## config.mk

```make
export PLATFORM = sky130hd
export DESIGN_NAME = c_string_escaper_core
export DESIGN_NICKNAME = d
export VERILOG_FILES = /design/src/rtl/cse_pkg.sv /design/src/rtl/c_string_escaper_core.sv /design/src/rtl/cse_expand.sv
export SDC_FILE = /design/constraint.sdc
export NUM_CORES = 1
export LEC_CHECK = 0
export ABC_AREA = 1
export BUFFER_PORTS_ARGS = -buffer_cell sky130_fd_sc_hd__buf_2
export CORE_ASPECT_RATIO = 1.25
export CORE_UTILIZATION = 40
export CTS_BUF_LIST = sky130_fd_sc_hd__clkbuf_16
export DETAILED_ROUTE_END_ITERATION = 10
export GPL_TIMING_DRIVEN = 0
export PLACE_DENSITY_LB_ADDON = 0.05
export SLEW_MARGIN = 25
export SYNTH_ARGS = -nofsm -noshare
export SYNTH_HDL_FRONTEND = slang
export SYNTH_HIERARCHICAL = 1
export SYNTH_SLANG_ARGS = --single-unit
```

## constraint.sdc

```tcl
create_clock -name clk_i -period 2.2 [get_ports clk_i]
set_input_delay 0.22 -clock clk_i [delete_from_list [all_inputs] [get_ports clk_i]]
set_output_delay 0.22 -clock clk_i [all_outputs]
set_load 0.01 [all_outputs]
```

## src/rtl/cse_pkg.sv

```systemverilog
package cse_pkg;

  localparam int unsigned NumSlots = 17;

  // slot layout of one item's text
  localparam int unsigned SlotPrefix = 0;   // " /* " then opening quote
  localparam int unsigned SlotByteA  = 5;   // held byte flushed by a new byte
  localparam int unsigned SlotByteB  = 9;   // byte flushed at end of string
  localparam int unsigned SlotSuffix = 13;  // closing quote then " */"

  localparam logic [2:0] RegZeroTerm  = 3'd0;
  localparam logic [2:0] RegForceHex  = 3'd1;
  localparam logic [2:0] RegComment   = 3'd2;
  localparam logic [2:0] RegOmitQuote = 3'd3;
  localparam logic [2:0] RegOmitNul   = 3'd4;

  localparam logic [7:0] ChSpace  = 8'h20;
  localparam logic [7:0] ChQuote  = 8'h22;
  localparam logic [7:0] ChStar   = 8'h2a;
  localparam logic [7:0] ChSlash  = 8'h2f;
  localparam logic [7:0] ChZero   = 8'h30;
  localparam logic [7:0] ChSeven  = 8'h37;
  localparam logic [7:0] ChBslash = 8'h5c;
  localparam logic [7:0] ChLowA   = 8'h61;
  localparam logic [7:0] ChLowX   = 8'h78;
  localparam logic [7:0] ChTilde  = 8'h7e;

  typedef struct packed {
    logic zero_terminated;
    logic force_hex;
    logic emit_comment;
    logic omit_quotes;
    logic omit_trailing_nul;
  } cse_cfg_t;

  typedef struct packed {
    logic [7:0] pending_byte;
    logic       pending_valid;
    logic       prefix_sent;
    logic       terminated;
  } cse_state_t;

  typedef struct packed {
    logic [NumSlots-1:0][7:0] chars;
    logic [NumSlots-1:0]      en;
    logic                     fin;
    logic                     incomplete;
  } cse_plan_t;

  typedef struct packed {
    logic [3:0][7:0] chars;
    logic [3:0]      en;
  } cse_text_t;

  function automatic logic [7:0] hex_digit(input logic [3:0] n);
    logic [7:0] r;
    if (n < 4'd10) r = ChZero + {4'd0, n};
    else           r = ChLowA + {4'd0, n - 4'd10};
    return r;
  endfunction

  function automatic logic [7:0] oct_digit(input logic [2:0] n);
    return ChZero | {5'd0, n};
  endfunction

  // escaped text of one byte, up to four characters, first in the lowest slot
  function automatic cse_text_t byte_text(input logic [7:0] c, input logic next_digit,
                                          input logic hex);
    cse_text_t t;
    t = '0;
    t.chars[0] = ChBslash;
    if (hex) begin
      t.chars[1] = ChLowX;
      t.chars[2] = hex_digit(c[7:4]);
      t.chars[3] = hex_digit(c[3:0]);
      t.en       = 4'b1111;
    end else begin
      case (c)
        ChQuote, ChBslash: begin
          t.chars[1] = c;
          t.en       = 4'b0011;
        end
        8'h0c: begin
          t.chars[1] = 8'h66;
          t.en       = 4'b0011;
        end
        8'h0a: begin
          t.chars[1] = 8'h6e;
          t.en       = 4'b0011;
        end
        8'h0d: begin
          t.chars[1] = 8'h72;
          t.en       = 4'b0011;
        end
        8'h09: begin
          t.chars[1] = 8'h74;
          t.en       = 4'b0011;
        end
        8'h0b: begin
          t.chars[1] = 8'h76;
          t.en       = 4'b0011;
        end
        default: begin
          if (c >= ChSpace && c <= ChTilde) begin
            t.chars[0] = c;
            t.en       = 4'b0001;
          end else begin
            t.chars[1] = oct_digit({1'b0, c[7:6]});
            t.chars[2] = oct_digit(c[5:3]);
            t.chars[3] = oct_digit(c[2:0]);
            t.en[0]    = 1'b1;
            t.en[1]    = next_digit || (c[7:6] != 2'd0);
            t.en[2]    = next_digit || (c[7:3] != 5'd0);
            t.en[3]    = 1'b1;
          end
        end
      endcase
    end
    return t;
  endfunction

endpackage

```

## src/rtl/c_string_escaper_core.sv

```systemverilog
// Channel   Dir  Beat fields (tdata low bit up / tlast / tuser low bit up)
// s_axis    in   data_byte[7:0] / is_last / has_byte, follow_nul
// m_axis    out  out_char[7:0] / end_of_text / not_complete
// cfg       in   cfg_we_i, cfg_idx_i = register index, cfg_data_i[0] = value
//
// An input transfer is expanded in the cycle it is taken into a slot buffer
// of up to 13 live characters (none to thirteen per item, up to four for an
// escaped byte); the buffer then drains one character per cycle into the
// output register while m_axis is not stalled.
// s_axis_tready rises as the last character of the buffer moves out.
// Reset clears the configuration, the string state and both valid flags.
// A stall on m_axis holds the output register and the buffer.
module c_string_escaper_core import cse_pkg::*; (
  input  logic       clk_i,
  input  logic       rst_ni,
  input  logic       s_axis_tvalid,
  output logic       s_axis_tready,
  input  logic [7:0] s_axis_tdata,   // data_byte[7:0]
  input  logic       s_axis_tlast,   // is_last
  input  logic [1:0] s_axis_tuser,   // has_byte, follow_nul
  output logic       m_axis_tvalid,
  input  logic       m_axis_tready,
  output logic [7:0] m_axis_tdata,   // out_char[7:0]
  output logic       m_axis_tlast,   // end_of_text
  output logic       m_axis_tuser,   // not_complete
  input  logic       cfg_we_i,
  input  logic [2:0] cfg_idx_i,
  input  logic [0:0] cfg_data_i
);

  cse_cfg_t            cfg_q;
  cse_state_t          state_q;
  cse_state_t          state_d;
  cse_plan_t           plan_d;
  cse_plan_t           plan_q;
  logic [NumSlots-1:0] first;
  logic [NumSlots-1:0] rest;
  logic [7:0]          char_sel;
  logic                load_out;
  logic                s_fire;
  logic                out_valid_q;
  logic [7:0]          out_char_q;
  logic                out_last_q;
  logic                out_nc_q;

  cse_expand u_expand (
    .cfg_i       (cfg_q),
    .state_i     (state_q),
    .data_byte_i (s_axis_tdata),
    .has_byte_i  (s_axis_tuser[0]),
    .is_last_i   (s_axis_tlast),
    .follow_nul_i(s_axis_tuser[1]),
    .plan_o      (plan_d),
    .state_o     (state_d)
  );

  // pick the lowest live slot
  assign first = plan_q.en & (~plan_q.en + NumSlots'(1));
  assign rest  = plan_q.en & ~first;

  always_comb begin
    char_sel = '0;
    for (int i = 0; i < NumSlots; i++) begin
      char_sel = char_sel | (plan_q.chars[i] & {8{first[i]}});
    end
  end

  assign load_out      = (|plan_q.en) && (!out_valid_q || m_axis_tready);
  assign s_axis_tready = (plan_q.en == '0) || (load_out && rest == '0);
  assign s_fire        = s_axis_tvalid && s_axis_tready;

  always_ff @(posedge clk_i or negedge rst_ni) begin
    if (!rst_ni) begin
      cfg_q <= '0;
    end else if (cfg_we_i) begin
      case (cfg_idx_i)
        RegZeroTerm:  cfg_q.zero_terminated   <= cfg_data_i[0];
        RegForceHex:  cfg_q.force_hex         <= cfg_data_i[0];
        RegComment:   cfg_q.emit_comment      <= cfg_data_i[0];
        RegOmitQuote: cfg_q.omit_quotes       <= cfg_data_i[0];
        RegOmitNul:   cfg_q.omit_trailing_nul <= cfg_data_i[0];
        default:      cfg_q <= cfg_q;
      endcase
    end
  end

  always_ff @(posedge clk_i or negedge rst_ni) begin
    if (!rst_ni) begin
      state_q <= '0;
      plan_q  <= '0;
    end else if (s_fire) begin
      state_q <= state_d;
      plan_q  <= plan_d;
    end else if (load_out) begin
      plan_q.en <= rest;
    end
  end

  always_ff @(posedge clk_i or negedge rst_ni) begin
    if (!rst_ni) begin
      out_valid_q <= 1'b0;
    end else if (load_out) begin
      out_valid_q <= 1'b1;
    end else if (m_axis_tready) begin
      out_valid_q <= 1'b0;
    end
  end

  always_ff @(posedge clk_i) begin
    if (load_out) begin
      out_char_q <= char_sel;
      out_last_q <= plan_q.fin && (rest == '0);
      out_nc_q   <= plan_q.fin && plan_q.incomplete && (rest == '0);
    end
  end

  assign m_axis_tvalid = out_valid_q;
  assign m_axis_tdata  = out_char_q;
  assign m_axis_tlast  = out_last_q;
  assign m_axis_tuser  = out_nc_q;

  a_ready_means_drained: assert property (@(posedge clk_i) disable iff (!rst_ni)
    !s_axis_tready |-> (plan_q.en != '0))
    else $error("input stalled with an empty slot buffer");

  a_no_pending_after_term: assert property (@(posedge clk_i) disable iff (!rst_ni)
    !(state_q.terminated && state_q.pending_valid))
    else $error("byte held after the string was terminated");

  a_swallow_after_term: assert property (@(posedge clk_i) disable iff (!rst_ni)
    (s_fire && state_q.terminated) |=> (plan_q.en == '0))
    else $error("characters made after the terminator");

  a_status_on_final: assert property (@(posedge clk_i) disable iff (!rst_ni)
    (m_axis_tvalid && m_axis_tuser) |-> m_axis_tlast)
    else $error("completion status off the final character");

endmodule

```

## src/rtl/cse_expand.sv

```systemverilog
module cse_expand import cse_pkg::*; (
  input  cse_cfg_t   cfg_i,
  input  cse_state_t state_i,
  input  logic [7:0] data_byte_i,
  input  logic       has_byte_i,
  input  logic       is_last_i,
  input  logic       follow_nul_i,
  output cse_plan_t  plan_o,
  output cse_state_t state_o
);

  logic       stop;
  logic       next_digit;
  logic       pv;
  logic [7:0] pb;
  cse_text_t  text_a;
  cse_text_t  text_b;

  assign next_digit = (data_byte_i >= ChZero) && (data_byte_i <= ChSeven);
  assign stop = (cfg_i.zero_terminated && data_byte_i == 8'd0) ||
                (!cfg_i.force_hex && is_last_i && cfg_i.omit_trailing_nul &&
                 data_byte_i == 8'd0);
  assign text_a = byte_text(state_i.pending_byte, next_digit, cfg_i.force_hex);
  assign text_b = byte_text(pb, 1'b0, cfg_i.force_hex);

  always_comb begin
    pv = state_i.pending_valid;
    pb = state_i.pending_byte;
    if (has_byte_i && !stop) begin
      pv = 1'b1;
      pb = data_byte_i;
    end else if (has_byte_i) begin
      pv = 1'b0;
    end
  end

  always_comb begin
    plan_o  = '0;
    state_o = state_i;

    plan_o.chars[SlotPrefix+0] = ChSpace;
    plan_o.chars[SlotPrefix+1] = ChSlash;
    plan_o.chars[SlotPrefix+2] = ChStar;
    plan_o.chars[SlotPrefix+3] = ChSpace;
    plan_o.chars[SlotPrefix+4] = ChQuote;
    for (int i = 0; i < 4; i++) begin
      plan_o.chars[SlotByteA+i] = text_a.chars[i];
      plan_o.chars[SlotByteB+i] = text_b.chars[i];
    end
    plan_o.chars[SlotSuffix+0] = ChQuote;
    plan_o.chars[SlotSuffix+1] = ChSpace;
    plan_o.chars[SlotSuffix+2] = ChStar;
    plan_o.chars[SlotSuffix+3] = ChSlash;

    if (state_i.terminated) begin
      // swallow the rest of the string
      if (is_last_i) state_o = '0;
    end else if (has_byte_i || is_last_i) begin
      if (!state_i.prefix_sent) begin
        plan_o.en[SlotPrefix +: 4] = {4{cfg_i.emit_comment}};
        plan_o.en[SlotPrefix+4]    = !cfg_i.omit_quotes;
        state_o.prefix_sent        = 1'b1;
      end
      if (has_byte_i && state_i.pending_valid) begin
        plan_o.en[SlotByteA +: 4] = text_a.en;
      end
      if (has_byte_i && stop) begin
        plan_o.fin = 1'b1;
        if (is_last_i) begin
          state_o = '0;
        end else begin
          state_o.terminated    = 1'b1;
          state_o.pending_valid = 1'b0;
        end
      end else if (is_last_i) begin
        if (pv) plan_o.en[SlotByteB +: 4] = text_b.en;
        plan_o.fin        = 1'b1;
        plan_o.incomplete = !(cfg_i.zero_terminated && follow_nul_i);
        state_o           = '0;
      end else begin
        state_o.pending_byte  = pb;
        state_o.pending_valid = pv;
      end
    end

    if (plan_o.fin) begin
      plan_o.en[SlotSuffix]        = !cfg_i.omit_quotes;
      plan_o.en[SlotSuffix+1 +: 3] = {3{cfg_i.emit_comment}};
    end
  end

endmodule
```

# Word level (Yosys, flattened, before mapping)
# Index checks and enable logic that the tools add are counted.
[totals]
reg_bits = 114
inputBits = 20
out_inout_bits = 12
wordCells = 209
[classes]
addsub = 13
order_cmp = 10
eq_ne = 20
n_mux = 50
n_bitwise = 37
reduce_logical = 51
[op_table]
columns = ["cell", "n"]
rows = [
  ["8-bit bitwise OR", 16],
  ["8-bit two-way mux", 12],
  ["8-bit one-hot mux with 6 select lines", 2],
  ["8-bit by 4-bit equality test with 1-bit output (second input constant)", 10],
  ["6-bit by 8-bit AND with 8-bit output", 9],
  ["8-bit AND", 8],
  ["24-bit two-way mux", 2],
  ["11-bit two-way mux", 4],
  ["22-bit two-way mux", 2],
  ["4-bit two-way mux", 11],
  ["17-bit AND", 2],
  ["17-bit logical NOT", 2],
  ["17-bit two-way mux", 2],
  ["17-bit inverter", 2],
  ["7-bit by 4-bit adder with 8-bit output (first input constant)", 4],
  ["16-bit two-way mux", 2],
  ["15-bit two-way mux", 2],
  ["6-bit by 4-bit adder with 7-bit output (first input constant)", 4],
  ["8-bit by 6-bit >= comparator with 1-bit output (second input constant)", 3],
  ["17-bit by 1-bit adder with 17-bit output (second input constant)", 1],
  ["1-bit logical AND", 17],
  ["17-bit OR reduction", 1],
  ["8-bit by 6-bit equality test with 1-bit output (second input constant)", 2],
  ["8-bit by 7-bit equality test with 1-bit output (second input constant)", 2],
  ["other kinds (24)", 59],
]

# Logic depth before layout (Yosys ltp)
[logic_depth]
depth_word = 20
depth_mapped = 20
mapped_depth_nobuf = 18

# Modules after synthesis
# Netlist, hierarchy kept.
[modules_own_cells]
columns = ["module", "n_inst", "cells_each", "area_each_um2", "seq_area_each_um2"]
rows = [
  ["c_string_escaper_core", 1, 1089, 8668.3, 4604.4],
  ["cse_expand", 1, 449, 2595.0, 0.0],
]

# Worst setup path before layout
# OpenSTA, ideal clock, no wires.
[synth_timing]
kind = "reg-to-reg"
start = "reg state_q[7] (netlist bit)"
end = "reg plan_q[83] (netlist bit)"
setup_ns = 0.066
arrival_ns = 2.142
required_ns = 2.134
slack_ns = -0.008
stages_incl_launch_ff = 17
n_path_buf = 0
synth_period_minus_slack_ns = 2.208
cell_sequence = "dfrtp_1 > inv_1 > ha_1 > nand2_1 > nor2_1 > nor2_1 > inv_1 > or2_1 > nor2_1 > nand2_1 > nor2_1 > nor2_2 > inv_2 > nand3_1 > o21ai_0 > nand3_1 > nand2_1"
[synth_rtl]
columns = ["item", "line", "source"]
rows = [
  ["start, declared", "c_string_escaper_core.sv:32", "cse_state_t state_q;"],
  ["start signal, assigned", "c_string_escaper_core.sv:92", "state_q <= state_d;"],
  ["end signal, assigned", "c_string_escaper_core.sv:93", "plan_q <= plan_d;"],
  ["end, declared", "c_string_escaper_core.sv:35", "cse_plan_t plan_q;"],
]

# Worst setup path after layout
[layout_timing]
start = "reg plan_q[3] (netlist bit)"
end = "out s_axis_tready"
[layout_between]
elab_chain_cells = 8
word_cells_on_any_way = 11
classes_between = "add/sub (1); bitwise (4); reduce/logical (6)"
[layout_lines]
columns = ["item", "line", "source"]
rows = [
  ["17-bit inverter", "c_string_escaper_core.sv:58", "assign first = plan_q.en & (~plan_q.en + NumSlots'(1));"],
  ["17-bit by 1-bit adder with 17-bit output", "c_string_escaper_core.sv:58", ""],
  ["17-bit AND", "c_string_escaper_core.sv:58", ""],
  ["17-bit inverter", "c_string_escaper_core.sv:59", "assign rest = plan_q.en & ~first;"],
  ["17-bit AND", "c_string_escaper_core.sv:59", ""],
  ["17-bit logical NOT", "c_string_escaper_core.sv:69", "assign s_axis_tready = (plan_q.en == '0) || (load_out && rest == '0);"],
  ["1-bit logical AND", "c_string_escaper_core.sv:69", ""],
  ["1-bit logical OR (*)", "c_string_escaper_core.sv:69", ""],
  ["end, declared", "c_string_escaper_core.sv:17", "output logic s_axis_tready,"],
]
# Every way passes the cells marked *; elsewhere a longest branch is shown, timed or not.

==> PnR_summary.wiki <==
{| class="wikitable"
! Metric !! Value
|-
| Run status || complete, but fails checks
|-
| Failing checks || DRC, setup timing
|-
| Ordered cell list for the critical path || buf_4 > buf_4 > nand2_1 > inv_1 > nor2_1 > nand3_1 > nor2_1 > nand2_1 > nor2_2 > nand3_2 > nand2_4 > buf_8 > buf_6
|-
| Arrival @ worst endpoint || 2260 ps
|-
| Mean cell area of the mapped netlist || 7.32 sq um
|-
| Number of filler cells placed in the layout || 2,642
|-
| Hold path depth || 3
|-
| Starting Density || 40.7%
|-
| Worst hold path type || in2reg
|-
| Maxcap violations || 0
|-
| Final clock skew || 7.37 ps
|-
| Upper clock frequency limit || 403 MHz
|-
| Maximum VDD drop || 0.000939 V
|-
| Cell with the biggest individual delay on the critical path || sky130_fd_sc_hd__dfrtp_2
|-
| Final hold viol count || 0
|-
| Area share of the largest cell type after synthesis || 38.2%
|-
| Most used DFF post-synth || sky130_fd_sc_hd__dfrtp_1
|-
| Crit path time final || 2480 ps
|-
| Cell type group with the largest total delay on the critical path || simple AND/OR/NAND/NOR gates
|-
| Total detailed-routing wirelength || 38.0 mm
|-
| Mean routed wirelength per cell || 17.8 um
|-
| Number of buffers created by CTS || 17
|-
| Depth of the CTS H-tree || 4
|-
| Ys Warns || 6
|-
| Layout Area Growth over Synthesis || 37.3%
|-
| Post-synthesis instance total || 1,538
|-
| Transition time at the pin with the least slew margin || 859 ps
|-
| Core area || 27,700 sq um
|-
| Static Leakage || 7.80 nW
|-
| Leading cell types by count after synthesis || 503 x sky130_fd_sc_hd__nand2_1, 250 x sky130_fd_sc_hd__nand3_1, 172 x sky130_fd_sc_hd__dfrtp_1, 102 x sky130_fd_sc_hd__nor2_1
|-
| Launching element type of the critical path || flip-flop
|-
| Antenna-violating nets left || 0
|-
| Share of the yosys chip area belonging to registers || 40.9%
|-
| Number of enable-type register cells in the synthesized netlist || 10
|-
| Initial antenna violation count || 1
|-
| Die Footprint || 28,800 sq um
|-
| Pin count of the biggest net entering global routing || 67
|-
| Detailed placement HPWL || 26.3 mm
|-
| Biggest fanout along the worst timing path || 4
|-
| Total area of sequential cells || 4630 sq um
|-
| Overall Global Routing Usage || 26.1%
|-
| Synth cell types || 49
|-
| DR iter-0 viols || 602
|-
| Crit end category || output pin
|-
| Worst-Skew Late Latency || 440 ps
|-
| Total setup violations reported at the end of the flow || 157
|-
| Number of standard-cell rows in the floorplan || 68
|-
| Number of sinks on the clock net || 182
|-
| Proportion of layout cells with a drive suffix above 1 || 35.3%
|-
| CP Class || reg2out
|-
| Asr flop ratio synth || 94.5%
|-
| Area after detailed placement || 12,200 sq um
|-
| RR Endpoint || plan_q[56]$_DFFE_PN0P_
|-
| Pwr/cell area || 1750 nW/um^2
|-
| Final cell count without fillers || 2,142
|-
| Hold wc startpoint || cfg_we_i
|-
| Floorplan die height || 190 um
|-
| Logic depth of the worst register-to-register path || 17
|-
| Max transition margin || 42.4%
|-
| Vias in the first global route || 10,411
|-
| Number of optimization iterations in the first detailed-route pass || 8
|-
| Slack of the critical path || -281 ps
|-
| Clock root buffer master || sky130_fd_sc_hd__clkbuf_16
|-
| Crit path buffers/inverters || 5
|-
| Vias after detailed routing || 10,901
|-
| Top cells by area, synth || sky130_fd_sc_hd__dfrtp_1 38%, sky130_fd_sc_hd__nand2_1 17%, sky130_fd_sc_hd__nand3_1 11%
|-
| Gpl congestion || 0.922
|-
| Final design area excluding fillers || 15,500 sq um
|-
| End of the worst hold path || cfg_q[0]$_DFFE_PN0P_
|-
| Antenna diode count || 0
|-
| Die width || 152 um
|-
| Global route total overflow || 0
|-
| Wire length of the first global-routing pass || 57.8 mm
|-
| Setup repair after global routing missed its margin || true
|-
| Post-synthesis instance area || 11,300 sq um
|-
| Start of the worst register-to-register path || plan_q[3]$_DFFE_PN0P_
|-
| Max-slew violation count || 0
|-
| CP Data Required Time || 1980 ps
|-
| DRC violations left || 4
|-
| Area occupied by multi-input gates || 6780 sq um
|-
| Input/output buffers || 30
|-
| Number of cells after detailed placement || 1,998
|-
| Share of the clock period used by the worst path || 113%
|-
| Most used standard cell by instance count after synthesis || sky130_fd_sc_hd__nand2_1
|-
| Synth area leader || sky130_fd_sc_hd__dfrtp_1
|-
| Flop and latch count out of synthesis || 182
|-
| Vias per cell || 5.09
|-
| Delay of the slowest cell on the worst path || 420 ps
|-
| CTS tree || yes
|-
| Maximum buffer depth of the clock tree || 2
|-
| I/O pin total || 32
|-
| Nets || 1,814
|-
| Slack of the worst reg-to-reg path || -270 ps
|-
| Clock input transition at the sequential cells of the worst setup and hold paths || 70 ps
|}
==> worst max-delay path by stage <==
stage,from,end,slack [ps],cells past startpoint
final,plan_q[3]$_DFFE_PN0P_,s_axis_tready,-280,13
after global routing,plan_q[3]$_DFFE_PN0P_,s_axis_tready,-410,12
after CTS,plan_q[2]$_DFFE_PN0P_,s_axis_tready,-230,12
after detailed placement,state_q[3]$_DFFE_PN0P_,plan_q[84]$_DFFE_PN0P_,-890,11
after global placement,rst_ni,state_q[7]$_DFFE_PN0P_,-2460,1
after floorplan,state_q[8]$_DFFE_PN0P_,plan_q[83]$_DFFE_PN0P_,30,16
==> layout make-up <==
class | count | share of cell area (%)
clock buffer | 17 | 2.75
sequential | 182 | 29.9
timing repair buffer | 148 | 8.97
clock inverter | 15 | 0.768
buffer | 155 | 8.08
multi-input combinational | 1165 | 43.9
inverter | 110 | 2.84
tap | 350 | 2.83
==> cell usage in the layout, fill, tap and decap left out, drive strengths merged, types with 7 or more instances in the layout <==
cell type,count
inv,106
buf,263
nor3,20
clkinv,10
o211ai,22
o31ai,8
a221oi,7
clkbuf,56
nand3b,9
o21ai,22
dfrtp,172
edfxtp,10
conb,80
nand2,529
clkinvlp,8
a21oi,27
nand4,12
ha,15
nor2,114
o22ai,18
nand3,254
==> tightest hold or removal path: cells and delay by family <==
kind / cells / cell delay [ps]
AND/OR/NAND/NOR: 1 / 80
AO/OA/AOI/OAI: 1 / 70
buffers and inverters: 1 / 100
==> metal layers <==
metal | GRT usage, % | share of wire [%] | vias up
met5 | 0 | 0 | -
met4 | 12.9 | 4.3 | 0
met3 | 4.21 | 4.3 | 81
met2 | 43.2 | 47 | 265
met1 | 33.3 | 44 | 5209
li1 | - | - | 5346
==> per-stage QoR <==
step	setup TNS [ps]	power [mW]	hold WS, ps	setup slack (ps)	utilization [%]
3_5_place_dp	-60990	17.6	173	-891	44.2
4_1_cts	-22200	22.6	70.4	-227	50.2
5_1_grt	-51670	28.9	118	-408	55.9
3_3_place_gp	-424260	17.4	454	-2460	43.9
6_report	-29840	27.1	76.4	-281	55.9
2_1_floorplan	0	13.7	-75.6	30.1	-
==> repair_timing <==
action	4_1_cts	5_1_grt
setup buffers	66	36
hold endpoints to repair	52	0
gates resized for setup	156	312
cloned	1	12
pin swaps	36	55
hold buffers	1	0
endpoints found under the setup margin	186	169
==> power by group <==
part | internal (mW) | switching, mW
clock network | 1.54 | 1.38
logic | 7.54 | 10.4
registers | 5.04 | 1.19
total | 14.1 | 13.0
==> logic make-up (layout without fill, tap and decap cells) <==
logic type                 count (synthesis)  in the layout  synth area share [%]
AOI/OAI and AO/OA                        117            117                  6.63
xor gates and xnor gates                   3              3                 0.233
adders and majority gates                 15             15                  1.67
buffers and inverters                    269            445                  13.0
DFF                                      182            182                  40.9
other                                      2             80                0.0667
and+or+nand+nor                          950            950                  37.6
==> registers in the layout (all words and copies together) (netlist names) <==
register,cells
state_q,11
plan_q,155
m_axis_tlast,1
m_axis_tuser,1
m_axis_tdata,8
m_axis_tvalid,1
cfg_q,5
No activity file was read; power rests on OpenSTA's default activity.
